## config.mk

```make
export PLATFORM = sky130hd
export DESIGN_NAME = tccw_ctrl
export DESIGN_NICKNAME = d
export VERILOG_FILES = /design/src/design/tccw_pkg.sv /design/src/design/tccw_ctrl.sv
export SDC_FILE = /design/constraint.sdc
export NUM_CORES = 1
export LEC_CHECK = 0
export ABC_AREA = 1
export BUFFER_PORTS_ARGS = -buffer_cell sky130_fd_sc_hd__clkbuf_2
export CAP_MARGIN = 10
export CORE_MARGIN = 2
export CORE_UTILIZATION = 40
export CTS_CLUSTER_DIAMETER = 100
export DETAILED_ROUTE_END_ITERATION = 7
export GPL_TIMING_DRIVEN = 1
export PLACE_DENSITY = 0.63
export SYNTH_ARGS = -nofsm -noshare
export SYNTH_HDL_FRONTEND = slang
export SYNTH_SLANG_ARGS = --single-unit
export TNS_END_PERCENT = 5
```

## constraint.sdc

```tcl
create_clock -name clk -period 3.8 [get_ports clk]
set_input_delay 0 -clock clk [delete_from_list [all_inputs] [get_ports clk]]
set_output_delay 0 -clock clk [all_outputs]
set_load 0.03 [all_outputs]
```

## src/design/tccw_pkg.sv

```systemverilog
`default_nettype none

package tccw_pkg;

  // Default screen geometry.
  localparam int unsigned SCREEN_ROWS_DEF = 25;
  localparam int unsigned SCREEN_COLS_DEF = 80;

  // Cell layout and special characters.
  localparam int unsigned CELL_W       = 16;
  localparam logic [7:0]  DEFAULT_ATTR = 8'h07;
  localparam logic [7:0]  NEWLINE_CODE = 8'h0A;
  localparam logic [7:0]  SPACE_CODE   = 8'h20;

  // Command codes.
  typedef enum logic [1:0] {
    CMD_PUT_CHAR   = 2'd0,
    CMD_CLEAR      = 2'd1,
    CMD_SET_CURSOR = 2'd2,
    CMD_READ_CELL  = 2'd3
  } cmd_t;

  // One command transaction.
  typedef struct packed {
    cmd_t       cmd;
    logic [7:0] char_code;
    logic [4:0] target_row;
    logic [6:0] target_col;
  } cmd_item_t;

  // One response transaction.
  typedef struct packed {
    logic [4:0]        cursor_row_out;
    logic [6:0]        cursor_col_out;
    logic [CELL_W-1:0] cell_value;
    logic              scrolled;
  } rsp_item_t;

  // A cell holds the attribute in the high byte and the character in the low byte.
  function automatic logic [CELL_W-1:0] make_cell(input logic [7:0] attr,
                                                   input logic [7:0] ch);
    make_cell = {attr, ch};
  endfunction

endpackage

`default_nettype wire

```

## src/design/tccw_ctrl.sv

```systemverilog
`default_nettype none

module tccw_ctrl
  import tccw_pkg::*;
#(
  parameter int unsigned SCREEN_ROWS = SCREEN_ROWS_DEF,
  parameter int unsigned SCREEN_COLS = SCREEN_COLS_DEF,
  localparam int unsigned ADDR_W = $clog2(SCREEN_ROWS * SCREEN_COLS)
) (
  input  wire logic              clk,
  input  wire logic              rst,
  input  wire logic [7:0]        attr,
  input  wire logic              cmd_valid,
  output logic                   cmd_ready,
  input  wire cmd_item_t         cmd_item,
  output logic                   res_valid,
  input  wire logic              res_ready,
  output rsp_item_t              res_item,
  output logic                   we,
  output logic      [ADDR_W-1:0] waddr,
  output logic      [CELL_W-1:0] wdata,
  output logic                   re,
  output logic      [ADDR_W-1:0] raddr,
  input  wire logic [CELL_W-1:0] rdata
);

  localparam int unsigned CELLS         = SCREEN_ROWS * SCREEN_COLS;
  localparam int unsigned ROW_W         = $clog2(SCREEN_ROWS);
  localparam int unsigned COL_W         = $clog2(SCREEN_COLS);
  localparam int unsigned LAST_ROW_BASE = (SCREEN_ROWS - 1) * SCREEN_COLS;

  typedef enum logic [3:0] {
    S_INIT,
    S_IDLE,
    S_PUT,
    S_NEWROW,
    S_READ,
    S_RWAIT,
    S_SCROLL,
    S_DRAIN,
    S_BLANK,
    S_DONE
  } state_t;

  state_t            state;
  logic [ADDR_W-1:0] sweep;
  logic              copy_vld;
  logic [ADDR_W-1:0] copy_addr;
  logic [ROW_W-1:0]  crow;
  logic [COL_W-1:0]  ccol;
  logic [ROW_W-1:0]  trow;
  logic [COL_W-1:0]  tcol;
  logic [7:0]        cur_char;
  logic [CELL_W-1:0] cell_data;
  logic              scrolled;

  logic [ROW_W-1:0]  trow_in;
  logic [COL_W-1:0]  tcol_in;
  logic [ROW_W-1:0]  au_row;
  logic [COL_W-1:0]  au_col;
  logic [ADDR_W-1:0] au_addr;
  logic [ADDR_W-1:0] sweep_inc;
  logic              sweep_last;

  // Saturate the requested position to the screen bounds.
  always_comb begin
    if (32'(cmd_item.target_row) >= SCREEN_ROWS) begin
      trow_in = ROW_W'(SCREEN_ROWS - 1);
    end else begin
      trow_in = ROW_W'(cmd_item.target_row);
    end
    if (32'(cmd_item.target_col) >= SCREEN_COLS) begin
      tcol_in = COL_W'(SCREEN_COLS - 1);
    end else begin
      tcol_in = COL_W'(cmd_item.target_col);
    end
  end

  // Shared address unit: a cell address from a row and a column, and the sweep step.
  assign au_row     = (state == S_READ) ? trow : crow;
  assign au_col     = (state == S_READ) ? tcol : ccol;
  assign au_addr    = ADDR_W'(32'(au_row) * SCREEN_COLS + 32'(au_col));
  assign sweep_inc  = sweep + ADDR_W'(1);
  assign sweep_last = (sweep == ADDR_W'(CELLS - 1));

  // Screen store port selection. A scroll copy writes in the cycle after its read.
  always_comb begin
    we    = 1'b0;
    waddr = sweep;
    wdata = '0;
    re    = 1'b0;
    raddr = sweep;
    case (state)
      S_INIT: begin
        we = 1'b1;
      end
      S_PUT: begin
        we    = 1'b1;
        waddr = au_addr;
        wdata = make_cell(attr, cur_char);
      end
      S_READ: begin
        re    = 1'b1;
        raddr = au_addr;
      end
      S_SCROLL: begin
        re = 1'b1;
      end
      S_BLANK: begin
        we    = 1'b1;
        wdata = make_cell(attr, SPACE_CODE);
      end
      default: begin
      end
    endcase
    if (copy_vld) begin
      we    = 1'b1;
      waddr = copy_addr;
      wdata = rdata;
    end
  end

  assign cmd_ready = (state == S_IDLE);
  assign res_valid = (state == S_DONE);

  always_comb begin
    res_item.cursor_row_out = 5'(crow);
    res_item.cursor_col_out = 7'(ccol);
    res_item.cell_value     = cell_data;
    res_item.scrolled       = scrolled;
  end

  // Command sequencer.
  always_ff @(posedge clk) begin
    if (rst) begin
      state    <= S_INIT;
      sweep    <= '0;
      copy_vld <= 1'b0;
      crow     <= '0;
      ccol     <= '0;
      scrolled <= 1'b0;
    end else begin
      copy_vld  <= (state == S_SCROLL);
      copy_addr <= ADDR_W'(32'(sweep) - SCREEN_COLS);
      case (state)
        S_INIT: begin
          sweep <= sweep_inc;
          if (sweep_last) begin
            state <= S_IDLE;
          end
        end
        S_IDLE: begin
          if (cmd_valid) begin
            cell_data <= '0;
            scrolled  <= 1'b0;
            cur_char  <= cmd_item.char_code;
            trow      <= trow_in;
            tcol      <= tcol_in;
            case (cmd_item.cmd)
              CMD_PUT_CHAR: begin
                if (cmd_item.char_code == NEWLINE_CODE) begin
                  state <= S_NEWROW;
                end else begin
                  state <= S_PUT;
                end
              end
              CMD_CLEAR: begin
                crow  <= '0;
                ccol  <= '0;
                sweep <= '0;
                state <= S_BLANK;
              end
              CMD_SET_CURSOR: begin
                crow  <= trow_in;
                ccol  <= tcol_in;
                state <= S_DONE;
              end
              CMD_READ_CELL: begin
                state <= S_READ;
              end
              default: begin
                state <= S_DONE;
              end
            endcase
          end
        end
        S_PUT: begin
          if (ccol == COL_W'(SCREEN_COLS - 1)) begin
            state <= S_NEWROW;
          end else begin
            ccol  <= ccol + COL_W'(1);
            state <= S_DONE;
          end
        end
        S_NEWROW: begin
          ccol <= '0;
          if (crow == ROW_W'(SCREEN_ROWS - 1)) begin
            scrolled <= 1'b1;
            sweep    <= ADDR_W'(SCREEN_COLS);
            state    <= S_SCROLL;
          end else begin
            crow  <= crow + ROW_W'(1);
            state <= S_DONE;
          end
        end
        S_READ: begin
          state <= S_RWAIT;
        end
        S_RWAIT: begin
          cell_data <= rdata;
          state     <= S_DONE;
        end
        S_SCROLL: begin
          sweep <= sweep_inc;
          if (sweep_last) begin
            state <= S_DRAIN;
          end
        end
        S_DRAIN: begin
          sweep <= ADDR_W'(LAST_ROW_BASE);
          state <= S_BLANK;
        end
        S_BLANK: begin
          sweep <= sweep_inc;
          if (sweep_last) begin
            state <= S_DONE;
          end
        end
        S_DONE: begin
          if (res_ready) begin
            state <= S_IDLE;
          end
        end
        default: begin
          state <= S_IDLE;
        end
      endcase
    end
  end

endmodule

`default_nettype wire

```

==> out/metrics.json <==
{
  "powerDensity": {"value": 290.7, "unit": "nW/um^2"},
  "setup_viol": {"value": 0},
  "netSwitchingFraction": {"value": 22.08, "unit": "%"},
  "clk-insertion-delay-late": {"value": 0.34, "unit": "ns"},
  "fraction_of_final_layout_cells_with_drive_strength_greater_than_1": {"value": 18.99, "unit": "%"},
  "ff2ff_setup_slack": {"value": 1.82, "unit": "ns"},
  "wire_length_of_the_first_global_routing_pass": {"value": 22.70, "unit": "mm"},
  "cts_sinks": {"value": 76},
  "grt_util_met1": {"value": 30.65, "unit": "%"},
  "worst_ep_arrival_time": {"value": 3.34, "unit": "ns"},
  "power.static_leakage": {"value": 2.957, "unit": "nW"},
  "use_met3": {"value": 4.767, "unit": "%"},
  "totalWireLength": {"value": 14.42, "unit": "mm"},
  "whs_path_depth": {"value": 3},
  "total_switching_power": {"value": 0.0003880, "unit": "W"},
  "violated_checks": {"value": "design-rule violations"},
  "start_kind": {"value": "flop"},
  "routabilityCongestion": {"value": 0.9730},
  "hp-start": {"value": "rdata[5]"},
  "wp_depth": {"value": 13},
  "flip_flop_cell_with_the_highest_count_after_synthesis": {"value": "edfxtp_1"},
  "fin_tns_setup": {"value": 0, "unit": "ns"},
  "postSynthAreaPerCell": {"value": 7.198, "unit": "um^2"},
  "critical_path_required": {"value": 3.80, "unit": "ns"},
  "fillers": {"value": 1107},
  "maxCapViolations": {"value": 0},
  "syn_inst": {"value": 659},
  "worst_slew_pin_slew": {"value": 0.6562, "unit": "ns"},
  "share_seq_of_total_power": {"value": 50.3, "unit": "%"},
  "floorplan.initialDensity": {"value": 41.19, "unit": "%"},
  "cts_root_buffer": {"value": "clkbuf_16"},
  "port-buffer-count": {"value": 120},
  "final_hold_viol_count": {"value": 0},
  "core_region_area": {"value": 11520, "unit": "um^2"},
  "num-nets-final": {"value": 879},
  "fin_worst_skew": {"value": 0.005778, "unit": "ns"},
  "areaGrowthSynthToFinish": {"value": 27.46, "unit": "%"},
  "critical_path.most_common_cell": {"value": "ha_1"},
  "max_stage_delay": {"value": 0.45, "unit": "ns"},
  "drtIter0Drc": {"value": 456},
  "post_drt_via_cell_ratio": {"value": 5.139},
  "grt_setup_unrepaired": {"value": "false"},
  "insertedDiodeCount": {"value": 0},
  "post_detailed_route_drc_marker_count": {"value": 16},
  "drtPass1Iterations": {"value": 8},
  "post_cts.resized_instances": {"value": 0},
  "cts_max_path_buffers": {"value": 2},
  "slew_violations": {"value": 0},
  "critical_path.top_delay_family": {"value": "adder cells"},
  "io-pin-count": {"value": 121},
  "hpwlAfterDp": {"value": 11.10, "unit": "mm"},
  "critical_path.max_fanout": {"value": 6},
  "synth_area_leaders": {"value": "edfxtp_1 (30%), nand2_1 (14%), dfxtp_1 (12%)"},
  "die_area": {"value": 12750, "unit": "um^2"},
  "vias": {"value": 4903},
  "synth.ff_latch_count": {"value": 76},
  "synth_enable_flop_cells": {"value": 47},
  "cpMaxStageDelayCell": {"value": "dfxtp_1"},
  "vdd_drop_max": {"value": 0.1636, "unit": "mV"},
  "placement_rows": {"value": 39},
  "cts-htree-levels": {"value": 3},
  "global_route.usage.total": {"value": 22.86, "unit": "%"},
  "post_layout_nonfiller_instances": {"value": 954},
  "synth.largest_area_cell": {"value": "edfxtp_1"},
  "synth_async_sr_flop_share": {"value": 0, "unit": "%"},
  "synth-seq-area-share": {"value": 41.99, "unit": "%"},
  "cp.buffers_inverters": {"value": 3},
  "final_common_cell": {"value": "nand2_1"},
  "timing.slew.headroom": {"value": 56.15, "unit": "%"},
  "clock_power_share": {"value": 42.7, "unit": "%"},
  "period_share": {"value": 87.80, "unit": "%"},
  "grt_use_met2": {"value": 38.03, "unit": "%"},
  "via_count_of_the_first_global_routing_pass": {"value": 4486},
  "rr_worst_depth": {"value": 8},
  "final_cell_mix": {"value": "nand2_1 (172), clkbuf_2 (120), inv_1 (94)"},
  "die_w": {"value": 112.9, "unit": "um"},
  "combPwrFrac": {"value": 7.0, "unit": "%"},
  "clock.fmax": {"value": 299.7, "unit": "MHz"},
  "critical_path.endpoint_type": {"value": "primary output"},
  "grt_start_max_net_pins": {"value": 30},
  "ys_warn_count": {"value": 0},
  "rr_endpoint": {"value": "state[0]$_SDFFE_PP0P_"},
  "clkTransAtPathRegs": {"value": 0.06, "unit": "ns"},
  "dp_cells": {"value": 908},
  "synth_nets": {"value": 731},
  "avgRoutedWirePerCell": {"value": 15.11, "unit": "um"},
  "die_height": {"value": 112.9, "unit": "um"},
  "most_utilized_layer_in_the_global_route_result": {"value": "met2"},
  "synth_area": {"value": 4743, "unit": "um^2"},
  "synth_cell_type_count": {"value": 32},
  "worst_min_delay_path_class": {"value": "in2reg"},
  "crit_chain": {"value": "inv_2, nor2_2, nand2_1, o21ai_0, ha_1, ha_1, fa_1, xnor2_1, inv_1, nand4_1, nand3_1, o211ai_1, clkbuf_2"},
  "timing.setup.critical_path_class": {"value": "reg2out"},
  "timing.rr.start": {"value": "state[0]$_SDFFE_PP0P_"},
  "synthDominantCellAreaShare": {"value": 29.75, "unit": "%"},
  "ant_nets": {"value": 0},
  "min_to": {"value": "cell_data[5]$_SDFFCE_PN0P_"},
  "cts-buffers-inserted": {"value": 9},
  "cts_post_setup_buffers_inserted": {"value": 0},
  "tritoncts_clock_tree": {"value": "built"},
  "initial_antenna_violation_count": {"value": 0},
  "grt_remaining_overflow": {"value": 0},
  "status": {"value": "finished, violations left"},
  "internal_power": {"value": 0.001369, "unit": "W"},
  "finalWorstPathRequiredPeriod": {"value": 3.336, "unit": "ns"}
}
-- layout make-up --
cell class | instances | area [um^2] | share of cell area, %
clock inverters | 3 | 15.01 | 0.2483
multi-input cells | 466 | 2307 | 38.16
clock buffers | 12 | 236.5 | 3.911
flip-flops and latches | 76 | 1992 | 32.95
repair buffers | 156 | 948.4 | 15.69
inverters | 98 | 367.9 | 6.084
well taps | 143 | 178.9 | 2.959
-- logic make-up (layout without fill, tap and decap cells) --
group           Yosys count  count (layout)  share of synthesized area [%]
buf+inv                 117             269                          9.470
fa+ha+maj                22              22                          6.120
compound gates           90              90                          10.21
xor+xnor                  9               9                          1.662
simple gates            345             345                          30.55
flops                    76              76                          41.99
-- worst max-delay path by stage --
stage	from	end	slack, ns
after floorplan	state[3]$_SDFFE_PP0P_	raddr[8]	0.79
after global placement	state[2]$_SDFFE_PP0P_	waddr[10]	0.98
after detailed placement	state[2]$_SDFFE_PP0P_	waddr[9]	0.90
after CTS	state[2]$_SDFFE_PP0P_	waddr[9]	0.53
after global routing	state[2]$_SDFFE_PP0P_	waddr[10]	0.22
final	state[2]$_SDFFE_PP0P_	waddr[9]	0.46
-- worst min-delay path, stage by stage --
cell and delay (ns):
clkbuf_2 0.08, inv_1 0.06, nor2_1 0.09
-- state kept, by name (all words and copies together) (netlist names) --
| register | flops |
|---|---|
| cell_data | 16 |
| copy_addr | 11 |
| tcol | 7 |
| scrolled | 1 |
| cur_char | 8 |
| state | 4 |
| sweep | 11 |
| copy_vld | 1 |
| trow | 5 |
| ccol | 7 |
| crow | 5 |
-- power groups by stage --
stage,Clock [W],Combinational (W),Sequential (W)
global placement,0,0.0000959,0.000901
CTS,0.000774,0.000122,0.000884
floorplan,0,0.0000489,0.000899
detailed placement,0,0.0000968,0.000901
finish,0.000751,0.000122,0.000884
global route,0.000812,0.000135,0.000884
-- routing by layer --
layer	wire length, um	share of wire (%)
met4	147	1.0
met3	1342	9.3
met2	6643	46
met5	0	0
met1	6283	44
-- timing repair --
item | in CTS | in global routing
setup endpoints to repair | 0 | 0
hold buffers | 31 | 0
endpoints found under the hold margin | 31 | 0
-- synthesized netlist by cell type (2+ instances only) --
cell type / n
xnor2_1: 4
edfxtp_1: 47
nand4_1: 11
nor3_1: 5
ha_1: 20
inv_2: 3
buf_2: 2
xor2_1: 5
o211ai_1: 4
nand2_2: 3
o221ai_1: 3
dfxtp_1: 29
o21ai_1: 4
nor2_2: 5
clkbuf_1: 15
inv_1: 94
buf_4: 2
nor2_1: 93
fa_1: 2
nand3_1: 50
o22ai_1: 7
nor2_4: 2
a21oi_1: 18
nand2_1: 172
o21ai_0: 52
-- stage by stage --
stage / hold WS, ns / worst slack, ns / area, um^2 / power (W) / util [%]
after detailed placement: 0.2051 / 0.9010 / 5484 / 0.0009981 / 47.62
final: 0.008197 / 0.4635 / 6046 / 0.001757 / 52.50
after CTS: 0.001211 / 0.5318 / 6046 / 0.001780 / 52.50
after global placement: 0.2072 / 0.9807 / 5484 / 0.0009968 / 47.62
after global routing: 0.01192 / 0.2213 / 6046 / 0.001832 / 52.50
after floorplan: 0.06907 / 0.7897 / 4743 / 0.0009478 / -
No activity file was read; power rests on OpenSTA's default activity.
